--- src/hw/rtl/u8enc_pkg.sv ---
package u8enc_pkg;

	// Field widths
	localparam int unsigned CpW   = 32;
	localparam int unsigned MaxW  = 21;
	localparam int unsigned ByteW = 8;

	localparam logic [MaxW-1:0] MAX_CP_RESET = 21'h10FFFF;

	// Filter ranges
	localparam logic [CpW-1:0] SURR_LO  = 32'h0000_D800;
	localparam logic [CpW-1:0] SURR_HI  = 32'h0000_DFFF;
	localparam logic [CpW-1:0] NONCH_LO = 32'h0000_FDD0;
	localparam logic [CpW-1:0] NONCH_HI = 32'h0000_FDEF;
	// bits 15:1 all set means low half is FFFE or FFFF
	localparam logic [14:0]    NONCH_TAIL = 15'h7FFF;

	// Sequence length limits
	localparam logic [CpW-1:0] LIM_1B = 32'h0000_0080;
	localparam logic [CpW-1:0] LIM_2B = 32'h0000_0800;
	localparam logic [CpW-1:0] LIM_3B = 32'h0001_0000;

	// Queue between front and back
	localparam int unsigned QDepth = 2;
	localparam int unsigned QPtrW  = 1;
	localparam int unsigned QCntW  = QPtrW + 1;

	// Index of the final byte of a sequence
	typedef enum logic [1:0] {
		LEN_1 = 2'd0,
		LEN_2 = 2'd1,
		LEN_3 = 2'd2,
		LEN_4 = 2'd3
	} seq_len_t;

	// One encoded code point, byte 0 is the lead byte
	typedef struct packed {
		logic [3:0][ByteW-1:0] bytes;
		seq_len_t              last_idx;
	} seq_t;

endpackage

--- src/hw/rtl/u8enc_cp_if.sv ---
interface u8enc_cp_if;
	import u8enc_pkg::*;

	logic           valid;
	logic           ready;
	logic [CpW-1:0] code_point;

	modport source (output valid, output code_point, input ready);
	modport sink   (input valid, input code_point, output ready);
endinterface

--- src/hw/rtl/u8enc_byte_if.sv ---
interface u8enc_byte_if;
	import u8enc_pkg::*;

	logic             valid;
	logic             ready;
	logic [ByteW-1:0] out_byte;
	logic             last_byte;

	modport source (output valid, output out_byte, output last_byte, input ready);
	modport sink   (input valid, input out_byte, input last_byte, output ready);
endinterface

--- src/hw/rtl/utf8_encoder_with_filter.sv ---
// UTF-8 encoder with code point filter. Each item on cp_ch is one 32-bit code
// point; its UTF-8 encoding leaves on byte_ch one byte per item, lead byte first,
// with last_byte set on the final byte. Code points above max_code_point (written
// through cfg_we/cfg_wdata, reset 0x10FFFF), surrogates D800-DFFF, noncharacters
// FDD0-FDEF and values whose low 16 bits are FFFE or FFFF produce no output.
// The input side takes a new code point every cycle while the two-entry queue
// has room; the serializer sends one byte per cycle while byte_ch is ready,
// so an accepted code point takes its byte count (1 to 4) of output slots and
// a dropped one none. A code point passes the input register, the queue, the
// sequence register and the output byte register before its first byte shows.
module utf8_encoder_with_filter (
	input  logic                      clk,
	input  logic                      arst_n,
	input  logic                      cfg_we,
	input  logic [u8enc_pkg::MaxW-1:0] cfg_wdata,
	u8enc_cp_if.sink                  cp_ch,
	u8enc_byte_if.source              byte_ch
);
	import u8enc_pkg::*;

	seq_t push_data;
	logic push_valid;
	logic push_ready;
	seq_t pop_data;
	logic pop_valid;
	logic pop;

	u8enc_front u_front (
		.clk        (clk),
		.arst_n     (arst_n),
		.cfg_we     (cfg_we),
		.cfg_wdata  (cfg_wdata),
		.cp_ch      (cp_ch),
		.push_data  (push_data),
		.push_valid (push_valid),
		.push_ready (push_ready)
	);

	u8enc_queue u_queue (
		.clk        (clk),
		.arst_n     (arst_n),
		.push_data  (push_data),
		.push_valid (push_valid),
		.push_ready (push_ready),
		.pop_data   (pop_data),
		.pop_valid  (pop_valid),
		.pop        (pop)
	);

	u8enc_back u_back (
		.clk       (clk),
		.arst_n    (arst_n),
		.pop_data  (pop_data),
		.pop_valid (pop_valid),
		.pop       (pop),
		.byte_ch   (byte_ch)
	);

endmodule

--- src/hw/rtl/u8enc_front.sv ---
module u8enc_front (
	input  logic                      clk,
	input  logic                      arst_n,
	input  logic                      cfg_we,
	input  logic [u8enc_pkg::MaxW-1:0] cfg_wdata,
	u8enc_cp_if.sink                  cp_ch,
	output u8enc_pkg::seq_t           push_data,
	output logic                      push_valid,
	input  logic                      push_ready
);
	import u8enc_pkg::*;

	logic [MaxW-1:0] max_q;
	logic [CpW-1:0]  cp_s1;
	logic            vld_s1;
	logic            drop_s1;
	logic            take;
	logic [MaxW-1:0] c;

	// Limit register
	always_ff @(posedge clk or negedge arst_n) begin
		if (!arst_n) begin
			max_q <= MAX_CP_RESET;
		end else if (cfg_we) begin
			max_q <= cfg_wdata;
		end
	end

	// Input stage: refills whenever it is empty or the held item leaves or is dropped
	assign take        = !vld_s1 || drop_s1 || push_ready;
	assign cp_ch.ready = take;

	always_ff @(posedge clk or negedge arst_n) begin
		if (!arst_n) begin
			vld_s1 <= 1'b0;
		end else if (take) begin
			vld_s1 <= cp_ch.valid;
		end
	end

	always_ff @(posedge clk) begin
		if (take && cp_ch.valid) begin
			cp_s1 <= cp_ch.code_point;
		end
	end

	// Filter
	always_comb begin
		drop_s1 = 1'b0;
		if (cp_s1 > {{(CpW-MaxW){1'b0}}, max_q}) drop_s1 = 1'b1;
		if (cp_s1[15:1] == NONCH_TAIL) drop_s1 = 1'b1;
		if (cp_s1 >= SURR_LO && cp_s1 <= SURR_HI) drop_s1 = 1'b1;
		if (cp_s1 >= NONCH_LO && cp_s1 <= NONCH_HI) drop_s1 = 1'b1;
	end

	// Encode; only values up to 21 bits survive the filter
	assign c = cp_s1[MaxW-1:0];

	always_comb begin
		push_data = '0;
		if (cp_s1 < LIM_1B) begin
			push_data.bytes[0] = {1'b0, c[6:0]};
			push_data.last_idx = LEN_1;
		end else if (cp_s1 < LIM_2B) begin
			push_data.bytes[0] = {3'b110, c[10:6]};
			push_data.bytes[1] = {2'b10, c[5:0]};
			push_data.last_idx = LEN_2;
		end else if (cp_s1 < LIM_3B) begin
			push_data.bytes[0] = {4'b1110, c[15:12]};
			push_data.bytes[1] = {2'b10, c[11:6]};
			push_data.bytes[2] = {2'b10, c[5:0]};
			push_data.last_idx = LEN_3;
		end else begin
			push_data.bytes[0] = {5'b11110, c[20:18]};
			push_data.bytes[1] = {2'b10, c[17:12]};
			push_data.bytes[2] = {2'b10, c[11:6]};
			push_data.bytes[3] = {2'b10, c[5:0]};
			push_data.last_idx = LEN_4;
		end
	end

	assign push_valid = vld_s1 && !drop_s1;

endmodule

--- src/hw/rtl/u8enc_queue.sv ---
module u8enc_queue (
	input  logic            clk,
	input  logic            arst_n,
	input  u8enc_pkg::seq_t push_data,
	input  logic            push_valid,
	output logic            push_ready,
	output u8enc_pkg::seq_t pop_data,
	output logic            pop_valid,
	input  logic            pop
);
	import u8enc_pkg::*;

	seq_t             mem_q [QDepth];
	logic [QPtrW-1:0] wr_q;
	logic [QPtrW-1:0] rd_q;
	logic [QCntW-1:0] cnt_q;
	logic             do_push;
	logic             do_pop;

	assign push_ready = cnt_q != QCntW'(QDepth);
	assign pop_valid  = cnt_q != '0;
	assign pop_data   = mem_q[rd_q];
	assign do_push    = push_valid && push_ready;
	assign do_pop     = pop && pop_valid;

	// Pointers and fill count
	always_ff @(posedge clk or negedge arst_n) begin
		if (!arst_n) begin
			wr_q  <= '0;
			rd_q  <= '0;
			cnt_q <= '0;
		end else begin
			if (do_push) wr_q <= wr_q + 1'b1;
			if (do_pop)  rd_q <= rd_q + 1'b1;
			case ({do_push, do_pop})
				2'b10:   cnt_q <= cnt_q + 1'b1;
				2'b01:   cnt_q <= cnt_q - 1'b1;
				default: cnt_q <= cnt_q;
			endcase
		end
	end

	// Storage
	always_ff @(posedge clk) begin
		if (do_push) begin
			mem_q[wr_q] <= push_data;
		end
	end

endmodule

--- src/hw/rtl/u8enc_back.sv ---
module u8enc_back (
	input  logic            clk,
	input  logic            arst_n,
	input  u8enc_pkg::seq_t pop_data,
	input  logic            pop_valid,
	output logic            pop,
	u8enc_byte_if.source    byte_ch
);
	import u8enc_pkg::*;

	seq_t             ent_q;
	logic [1:0]       idx_q;
	logic             busy_q;
	logic             ov_q;
	logic [ByteW-1:0] ob_q;
	logic             ol_q;
	logic             out_free;
	logic             cur_last;
	logic             load;

	assign out_free = !ov_q || byte_ch.ready;
	assign cur_last = idx_q == 2'(ent_q.last_idx);
	// next item loads on the cycle its predecessor's last byte goes out
	assign load     = out_free && (!busy_q || cur_last) && pop_valid;
	assign pop      = load;

	// Sequencer control and output valid
	always_ff @(posedge clk or negedge arst_n) begin
		if (!arst_n) begin
			busy_q <= 1'b0;
			idx_q  <= '0;
			ov_q   <= 1'b0;
		end else if (out_free) begin
			ov_q <= busy_q;
			if (load) begin
				busy_q <= 1'b1;
				idx_q  <= '0;
			end else if (busy_q && cur_last) begin
				busy_q <= 1'b0;
			end else if (busy_q) begin
				idx_q <= idx_q + 1'b1;
			end
		end
	end

	// Current sequence and output byte
	always_ff @(posedge clk) begin
		if (load) begin
			ent_q <= pop_data;
		end
		if (out_free && busy_q) begin
			ob_q <= ent_q.bytes[idx_q];
			ol_q <= cur_last;
		end
	end

	assign byte_ch.valid     = ov_q;
	assign byte_ch.out_byte  = ob_q;
	assign byte_ch.last_byte = ol_q;

endmodule

--- src/flat_wrapper.sv ---
// flat-port wrapper written by rule: the top's interface ports become plain ports
module utf8_encoder_with_filter_flat import u8enc_pkg::*;
  (clk, arst_n, cfg_we, cfg_wdata, cp_ch_valid, cp_ch_code_point, cp_ch_ready, byte_ch_valid, byte_ch_out_byte, byte_ch_last_byte, byte_ch_ready);
  u8enc_cp_if cp_ch_i ();
  u8enc_byte_if byte_ch_i ();
  input  logic clk;
  input  logic arst_n;
  input  logic cfg_we;
  input  logic [u8enc_pkg::MaxW-1:0] cfg_wdata;
  input wire logic [$bits(cp_ch_i.valid)-1:0] cp_ch_valid;
  input wire logic [$bits(cp_ch_i.code_point)-1:0] cp_ch_code_point;
  output wire logic [$bits(cp_ch_i.ready)-1:0] cp_ch_ready;
  output wire logic [$bits(byte_ch_i.valid)-1:0] byte_ch_valid;
  output wire logic [$bits(byte_ch_i.out_byte)-1:0] byte_ch_out_byte;
  output wire logic [$bits(byte_ch_i.last_byte)-1:0] byte_ch_last_byte;
  input wire logic [$bits(byte_ch_i.ready)-1:0] byte_ch_ready;
  assign cp_ch_i.valid = cp_ch_valid;
  assign cp_ch_i.code_point = cp_ch_code_point;
  assign cp_ch_ready = cp_ch_i.ready;
  assign byte_ch_valid = byte_ch_i.valid;
  assign byte_ch_out_byte = byte_ch_i.out_byte;
  assign byte_ch_last_byte = byte_ch_i.last_byte;
  assign byte_ch_i.ready = byte_ch_ready;
  utf8_encoder_with_filter u_core (.clk(clk), .arst_n(arst_n), .cfg_we(cfg_we), .cfg_wdata(cfg_wdata), .cp_ch(cp_ch_i), .byte_ch(byte_ch_i));
endmodule
--- config.mk ---
export PLATFORM = sky130hd
export DESIGN_NAME = utf8_encoder_with_filter_flat
export DESIGN_NICKNAME = d
export VERILOG_FILES = /design/src/hw/rtl/u8enc_pkg.sv /design/src/hw/rtl/u8enc_cp_if.sv /design/src/hw/rtl/u8enc_byte_if.sv /design/src/hw/rtl/utf8_encoder_with_filter.sv /design/src/hw/rtl/u8enc_front.sv /design/src/hw/rtl/u8enc_queue.sv /design/src/hw/rtl/u8enc_back.sv /design/src/flat_wrapper.sv
export SDC_FILE = /design/constraint.sdc
export NUM_CORES = 1
export LEC_CHECK = 0
export BUFFER_PORTS_ARGS = -buffer_cell sky130_fd_sc_hd__buf_2
export CORE_MARGIN = 5
export CORE_UTILIZATION = 50
export DETAILED_ROUTE_END_ITERATION = 7
export PLACE_DENSITY = 0.72
export REMOVE_ABC_BUFFERS = 1
export SLEW_MARGIN = 20
export SYNTH_ARGS = -nofsm -noshare
export SYNTH_HDL_FRONTEND = slang
export SYNTH_HIERARCHICAL = 1
export SYNTH_SLANG_ARGS = --single-unit
--- constraint.sdc ---
create_clock -name clk -period 4.05 [get_ports clk]
set_clock_uncertainty 0.1 [all_clocks]
set_input_delay 0.405 -clock clk [delete_from_list [all_inputs] [get_ports clk]]
set_output_delay 0.405 -clock clk [all_outputs]
set_load 0.05 [all_outputs]
==> impl_metrics.toml, run 1 <==
[status]
outcome = "complete, no violations"

[timing]
final.setup.tns_ns = 0
hold_viol_final = 0
clock.fmax_mhz = 279.2
hold_ws_ns = 0.05597
slew_headroom = 0.5092
finalCriticalPeriod_ns = 3.582
slew_viol_final = 0
setup_viol = 0
min_period_over_period = 0.8845
rsz0062_at_grt = "no"
worst_slew_pin_slew_ns = 0.7347

[setup_path]
worstPathCellList = "ha_1, a41oi_1, o21ai_0, a31oi_1, o2111ai_1, a2111oi_2, nand2_1, nor2_2, buf_4"
worstReg2RegStart = "u_core/u_front/cp_s1[19]$_DFFE_PP_"
reg2reg_to = "u_core/u_queue/mem_q[0][29]$_DFFE_PP_"
crit_path_max_fanout = 34
r2r_cells = 9
start_kind = "flop"
worst_ep_arrival_time_ns = 3.54
critPathBufInv = 1
max_stage_delay_ns = 0.69
path_delay_family = "compound AO/OA/AOI/OAI gates"
required_ns = 4.01
rrSetupSlack_ns = 0.47
slowest_stage = "a2111oi_2"
setup.worst_path.class = "flop to flop"
endpoint_kind = "flop"

[place]
io_buffers = 68
gp_congestion = 0.8615
dp_hpwl_mm = 8.842

[logic_synthesis]
ys_ff_latch = 173
muxShareOfSynthArea = 0.08585
synth-xor-area-share = 0.01065
syn_area_per_cell_sq_um = 15.02
synth_adder_area_share = 0.03777
ys.flop_type = "edfxtp_1"
yosys_warnings = 6
synthCells = 485
synth.top_cell.area_share = 0.5893
synth_area_sq_um = 7287
ys_top_cells_by_area = "edfxtp_1 (59%), dfstp_2 (6.1%), mux2_2 (5.3%)"
synthSimpleGateAreaFrac = 0.07709
synth-seq-area-share = 0.6952
yosysUniqueCellTypes = 54
yosysMostFrequentCell = "edfxtp_1"
synth_compound_area_frac = 0.05838
synth_top_family_by_area = "multiplexers"
synth_edf_count = 143
yosysTopAreaCell = "edfxtp_1"
async_flop_share = 0.1734
ys_top_cells_by_count = "edfxtp_1 (143), nand2_1 (46), mux2_2 (34)"

[final_layout]
drive_gt1_frac = 0.2934
nets = 643
diodes = 0
syn_to_final_growth_pct = 14.66
final.fill_count = 1148

[global_route]
grt_pass1_vias = 4174
grt_start_max_net_pins = 42
track_usage = 0.1606
antenna_found_initial = 0
overflow = 0
grt_pass1_wl_mm = 20.84

[routing]
vias = 4136
drt_pass1_iterations = 5
drcViolationCount = 0
viasPerCell = 5.442
avgRoutedWirePerCell_microns = 17.03
drtIter0Drc = 275
ant_nets = 0
routed_wl_mm = 12.95

[clocking]
htree_levels = 4
clock_latency_ns = 0.42
cts_root_buffer = "clkbuf_16"
cts_setup_buffers = 0
clock_path_buffers = 2
cts_resized = 0
path_clk_slew_ns = 0.06
cts_tree = "built"
cts_hold_buf = 1
clock-sinks = 173
cts_buffers = 17

[hold_path]
hp-start = "cp_ch_code_point[0]"
min_path_type = "primary input to flop"
hold_depth = 1
holdPathEnd = "u_core/u_front/cp_s1[0]$_DFFE_PP_"

[floorplanning]
core-area_sq_um = 14420
fp-row-count = 44
die_area_sq_um = 17090
io_pins = 69
die_width_microns = 130.7
start_util = 0.5052
die_y_microns = 130.7

[job]
maxCapViolCount = 0

[pwr]
vdd_drop_max_mv = 0.3717
leakage_nw = 3.217
power_density_nw_per_um2 = 581.2
==> power breakdown <==
part / switching, W / total, W / internal [W]
registers: 0.000136 / 0.00240 / 0.00226
clock network: 0.000648 / 0.00149 / 0.000841
logic: 0.000581 / 0.000971 / 0.000390
==> metrics by stage <==
| step | worst slack, ns | instances | cell area [sq um] | utilization | power, W |
|---|---|---|---|---|---|
| floorplan | 0.008693 | 468 | 7159 | - | 0.003126 |
| global placement | 0.6480 | 727 | 7796 | 0.5405 | 0.003378 |
| detailed placement | 0.4943 | 727 | 7796 | 0.5405 | 0.003419 |
| CTS | 0.4056 | 760 | 8356 | 0.5793 | 0.004914 |
| global route | 0.1300 | 760 | 8356 | 0.5793 | 0.005085 |
| finish | 0.4679 | 760 | 8356 | 0.5793 | 0.004857 |
==> sequential cells by signal, indices dropped and copies added, names as in the netlist <==
name	cells
u_core/u_back/busy_q	1
u_core/u_back/ent_q	34
u_core/u_back/byte_ch.out_byte	8
u_core/u_queue/rd_q	1
u_core/u_front/max_q	21
u_core/u_front/cp_s1	32
u_core/u_queue/mem_q	68
u_core/u_back/byte_ch.valid	1
u_core/u_queue/cnt_q	2
u_core/u_back/byte_ch.last_byte	1
u_core/u_queue/wr_q	1
u_core/u_back/idx_q	2
u_core/u_front/vld_s1	1
==> cells by family (layout without fill, tap and decap cells) <==
logic type | count (synthesis) | in the layout
buffers and inverters | 50 | 139
and+or+nand+nor | 116 | 116
AOI/OAI and AO/OA | 70 | 70
other | 1 | 3
xor gates and xnor gates | 8 | 8
adders and majority gates | 22 | 22
DFF | 173 | 173
muxes | 45 | 45
==> worst max path at each step <==
stage / from / to / slack, ns / depth (start not counted)
3_5_place_dp: u_core/u_front/cp_s1[19]$_DFFE_PP_ / u_core/u_queue/mem_q[0][32]$_DFFE_PP_ / 0.49 / 9
3_3_place_gp: u_core/u_front/max_q[15]$_DFFE_PN1P_ / u_core/u_queue/mem_q[0][16]$_DFFE_PP_ / 0.65 / 9
2_1_floorplan: u_core/u_front/max_q[15]$_DFFE_PN1P_ / u_core/u_queue/mem_q[0][0]$_DFFE_PP_ / 0.009 / 8
6_report: u_core/u_front/cp_s1[19]$_DFFE_PP_ / u_core/u_queue/mem_q[0][29]$_DFFE_PP_ / 0.47 / 9
4_1_cts: u_core/u_front/cp_s1[19]$_DFFE_PP_ / cp_ch_ready / 0.41 / 8
5_1_grt: u_core/u_front/max_q[15]$_DFFE_PN1P_ / u_core/u_queue/mem_q[0][12]$_DFFE_PP_ / 0.13 / 9
==> per-layer routing <==
layer	track usage	part of all wire	vias to the layer above
met4	0.05808	0.022	0
met1	0.2041	0.41	2003
li1	-	-	1963
met5	0	0	-
met3	0.04959	0.066	26
met2	0.2624	0.50	144
==> worst register-to-register path, cell delays in order (launching register included) <==
cell and delay [ns]:
edfxtp_1 0.43, ha_1 0.33, a41oi_1 0.22, o21ai_0 0.13
a31oi_1 0.29, o2111ai_1 0.20, a2111oi_2 0.69, nand2_1 0.27
nor2_2 0.13, buf_4 0.40
==> final cells by class <==
class	count	area, sq um	area share
sequential	173	5066	0.6063
multi-input combinational	264	1991	0.2382
clock buffer	17	425.4	0.05091
timing repair buffer	76	402.9	0.04822
tap	184	230.2	0.02755
clock inverter	15	123.9	0.01482
inverter	31	116.4	0.01393
==> cell usage in the layout (no fill, tap or decap), types with 3 or more instances in the layout <==
cell	count
nand3_1	11
nand4_1	8
nand2_1	46
clkinv_1	4
o21ai_0	27
edfxtp_1	143
a31oi_1	4
clkinvlp_4	4
inv_1	30
clkbuf_16	17
nand2b_1	3
buf_2	68
ha_1	22
conb_1	3
dfstp_2	17
xor2_1	3
nor4_1	4
buf_4	7
nor2_1	22
mux4_1	8
clkinv_4	3
nor3_1	3
dfrtp_1	13
and2_1	7
a21oi_1	18
xnor2_1	4
mux2_2	34
(Power assumes the default switching activity.)
==> run 2: changes to the inputs <==
--- a/config.mk
+++ b/config.mk
@@ -5,11 +5,12 @@
 export SDC_FILE = /design/constraint.sdc
 export NUM_CORES = 1
 export LEC_CHECK = 0
-export BUFFER_PORTS_ARGS = -buffer_cell sky130_fd_sc_hd__buf_2
+export BUFFER_PORTS_ARGS = -buffer_cell sky130_fd_sc_hd__clkbuf_2
+export CORE_ASPECT_RATIO = 1.4
 export CORE_MARGIN = 5
 export CORE_UTILIZATION = 50
 export DETAILED_ROUTE_END_ITERATION = 7
-export PLACE_DENSITY = 0.72
+export PLACE_DENSITY_LB_ADDON = 0.2
 export REMOVE_ABC_BUFFERS = 1
 export SLEW_MARGIN = 20
 export SYNTH_ARGS = -nofsm -noshare
==> impl_metrics.toml, run 2 (synthesis gave the netlist of run 1 again) <==
[status]
outcome = "complete, no violations"

[clocking]
htree_levels = 4
path_clk_slew_ns = 0.07
cts_resized = 0
cts_buffers = 17
cts_root_buffer = "clkbuf_16"
clock_path_buffers = 2
cts_setup_buffers = 0
clock-sinks = 173
cts_tree = "built"
cts_hold_buf = 1
clock_latency_ns = 0.42

[setup_path]
worstReg2RegStart = "u_core/u_front/cp_s1[19]$_DFFE_PP_"
path_delay_family = "compound AO/OA/AOI/OAI gates"
max_stage_delay_ns = 0.71
worstPathCellList = "ha_1, a41oi_1, o21ai_0, a31oi_1, mux2i_1, a2111oi_2, nand2_1, clkbuf_2"
critPathBufInv = 1
rrSetupSlack_ns = 0.56
required_ns = 3.54
slowest_stage = "a2111oi_2"
crit_path_max_fanout = 5
endpoint_kind = "output port"
setup.worst_path.class = "flop to output port"
start_kind = "flop"
worst_ep_arrival_time_ns = 3.03
setup.worst_path.start = "u_core/u_front/cp_s1[19]$_DFFE_PP_"

[final_layout]
final_area_sq_um = 8399
final_cell_mix = "edfxtp_1 (143), clkbuf_2 (68), nand2_1 (46)"
syn_to_final_growth_pct = 15.26
seq_area_sq_um = 5066
largest-register = "u_core/u_queue/mem_q"
drive_gt1_frac = 0.2969
nets = 643
diodes = 0
final_cells = 765
final.fill_count = 1101
top_regs = "u_core/u_queue/mem_q: 68 flops, u_core/u_back/ent_q: 34 flops, u_core/u_front/cp_s1: 32 flops"
largest_reg_flops = 68
multi_input_area_sq_um = 1991
fin_util = 0.5841
final_common_cell = "edfxtp_1"

[hold_path]
hp-start = "cp_ch_code_point[4]"
min_path_type = "primary input to flop"

[routing]
drtIter0Drc = 309
drt_pass1_iterations = 4
drcViolationCount = 0
avgRoutedWirePerCell_microns = 17.44
viasPerCell = 5.298
ant_nets = 0
routed_wl_mm = 13.34
vias = 4053

[floorplanning]
start_util = 0.5068
die_width_microns = 112.0
fp-row-count = 52
die_area_sq_um = 17120
die_y_microns = 152.8
io_pins = 69
core-area_sq_um = 14380

[timing]
rsz0062_at_grt = "no"
final.setup.tns_ns = 0
hold_ws_ns = 0.05792
min_period_over_period = 0.8728
setup_viol = 0
slew_headroom = 0.4991
slew_viol_final = 0
finalCriticalPeriod_ns = 3.535
hold_viol_final = 0
worst_slew_pin_slew_ns = 0.7513
clock.fmax_mhz = 282.9

[place]
dp_hpwl_mm = 9.274
dp.cells = 732
gp_congestion = 0.8903
dpl_cell_area_sq_um = 7802
io_buffers = 68

[global_route]
grt_pass1_wl_mm = 21.88
grt_use_met1 = 0.1852
grt_use_met3 = 0.04074
track_usage = 0.1637
antenna_found_initial = 0
overflow = 0
grt_start_max_net_pins = 42
met2_usage = 0.2919
grt_pass1_vias = 4433
grt_busiest_layer = "met2"

[pwr]
vdd_drop_max_mv = 0.3226
power_density_nw_per_um2 = 591.4
leakage_nw = 3.252

[job]
maxCapViolCount = 0
-- run 2: cell count changes in the layout (fill, tap and decap cells not counted) --
cell and delta:
buf_2 -68, bufinv_16 +1, clkbuf_1 +1, clkbuf_2 +68, clkinv_1 -3, clkinv_2 -1, clkinv_4 -1, inv_6 +2
inv_8 +1
-- run 2: layout make-up --
cell class / instances / area share
well taps: 189 / 0.02815
repair buffers: 76 / 0.04797
clock buffers: 18 / 0.05109
flip-flops and latches: 173 / 0.6032
multi-input cells: 264 / 0.2370
inverters: 31 / 0.01385
clock inverters: 14 / 0.01877
-- run 2: worst paths after layout --
check / endpoint / cells after the start
max in group asynchronous: u_core/u_queue/rd_q$_DFFE_PN0P_ / 2
max: cp_ch_ready / 8
max reg2reg: u_core/u_queue/mem_q[0][14]$_DFFE_PP_ / 9
min in group asynchronous: u_core/u_front/max_q[18]$_DFFE_PN0P_ / 2
min: u_core/u_front/cp_s1[4]$_DFFE_PP_ / 1
min reg2reg: u_core/u_queue/cnt_q[1]$_DFFE_PN0P_ / 1
-- run 2: per-stage QoR --
step,power [W],worst slack (ns)
after floorplan,0.003126,0.008693
after global placement,0.003392,0.6574
after detailed placement,0.003431,0.5671
after CTS,0.005040,0.4801
after global routing,0.005217,0.2761
final,0.004968,0.5153
-- run 2: routing by layer --
metal	wire, microns	part of all wire	vias to the layer above
met5	0	0	-
met4	369	0.028	0
met3	608	0.046	29
met2	7087	0.53	130
met1	5278	0.40	1938
li1	-	-	1956
-- run 2: where the power goes --
group	internal (W)	switching, W
clock	0.000920	0.000677
combinational	0.000389	0.000579
sequential	0.00226	0.000143
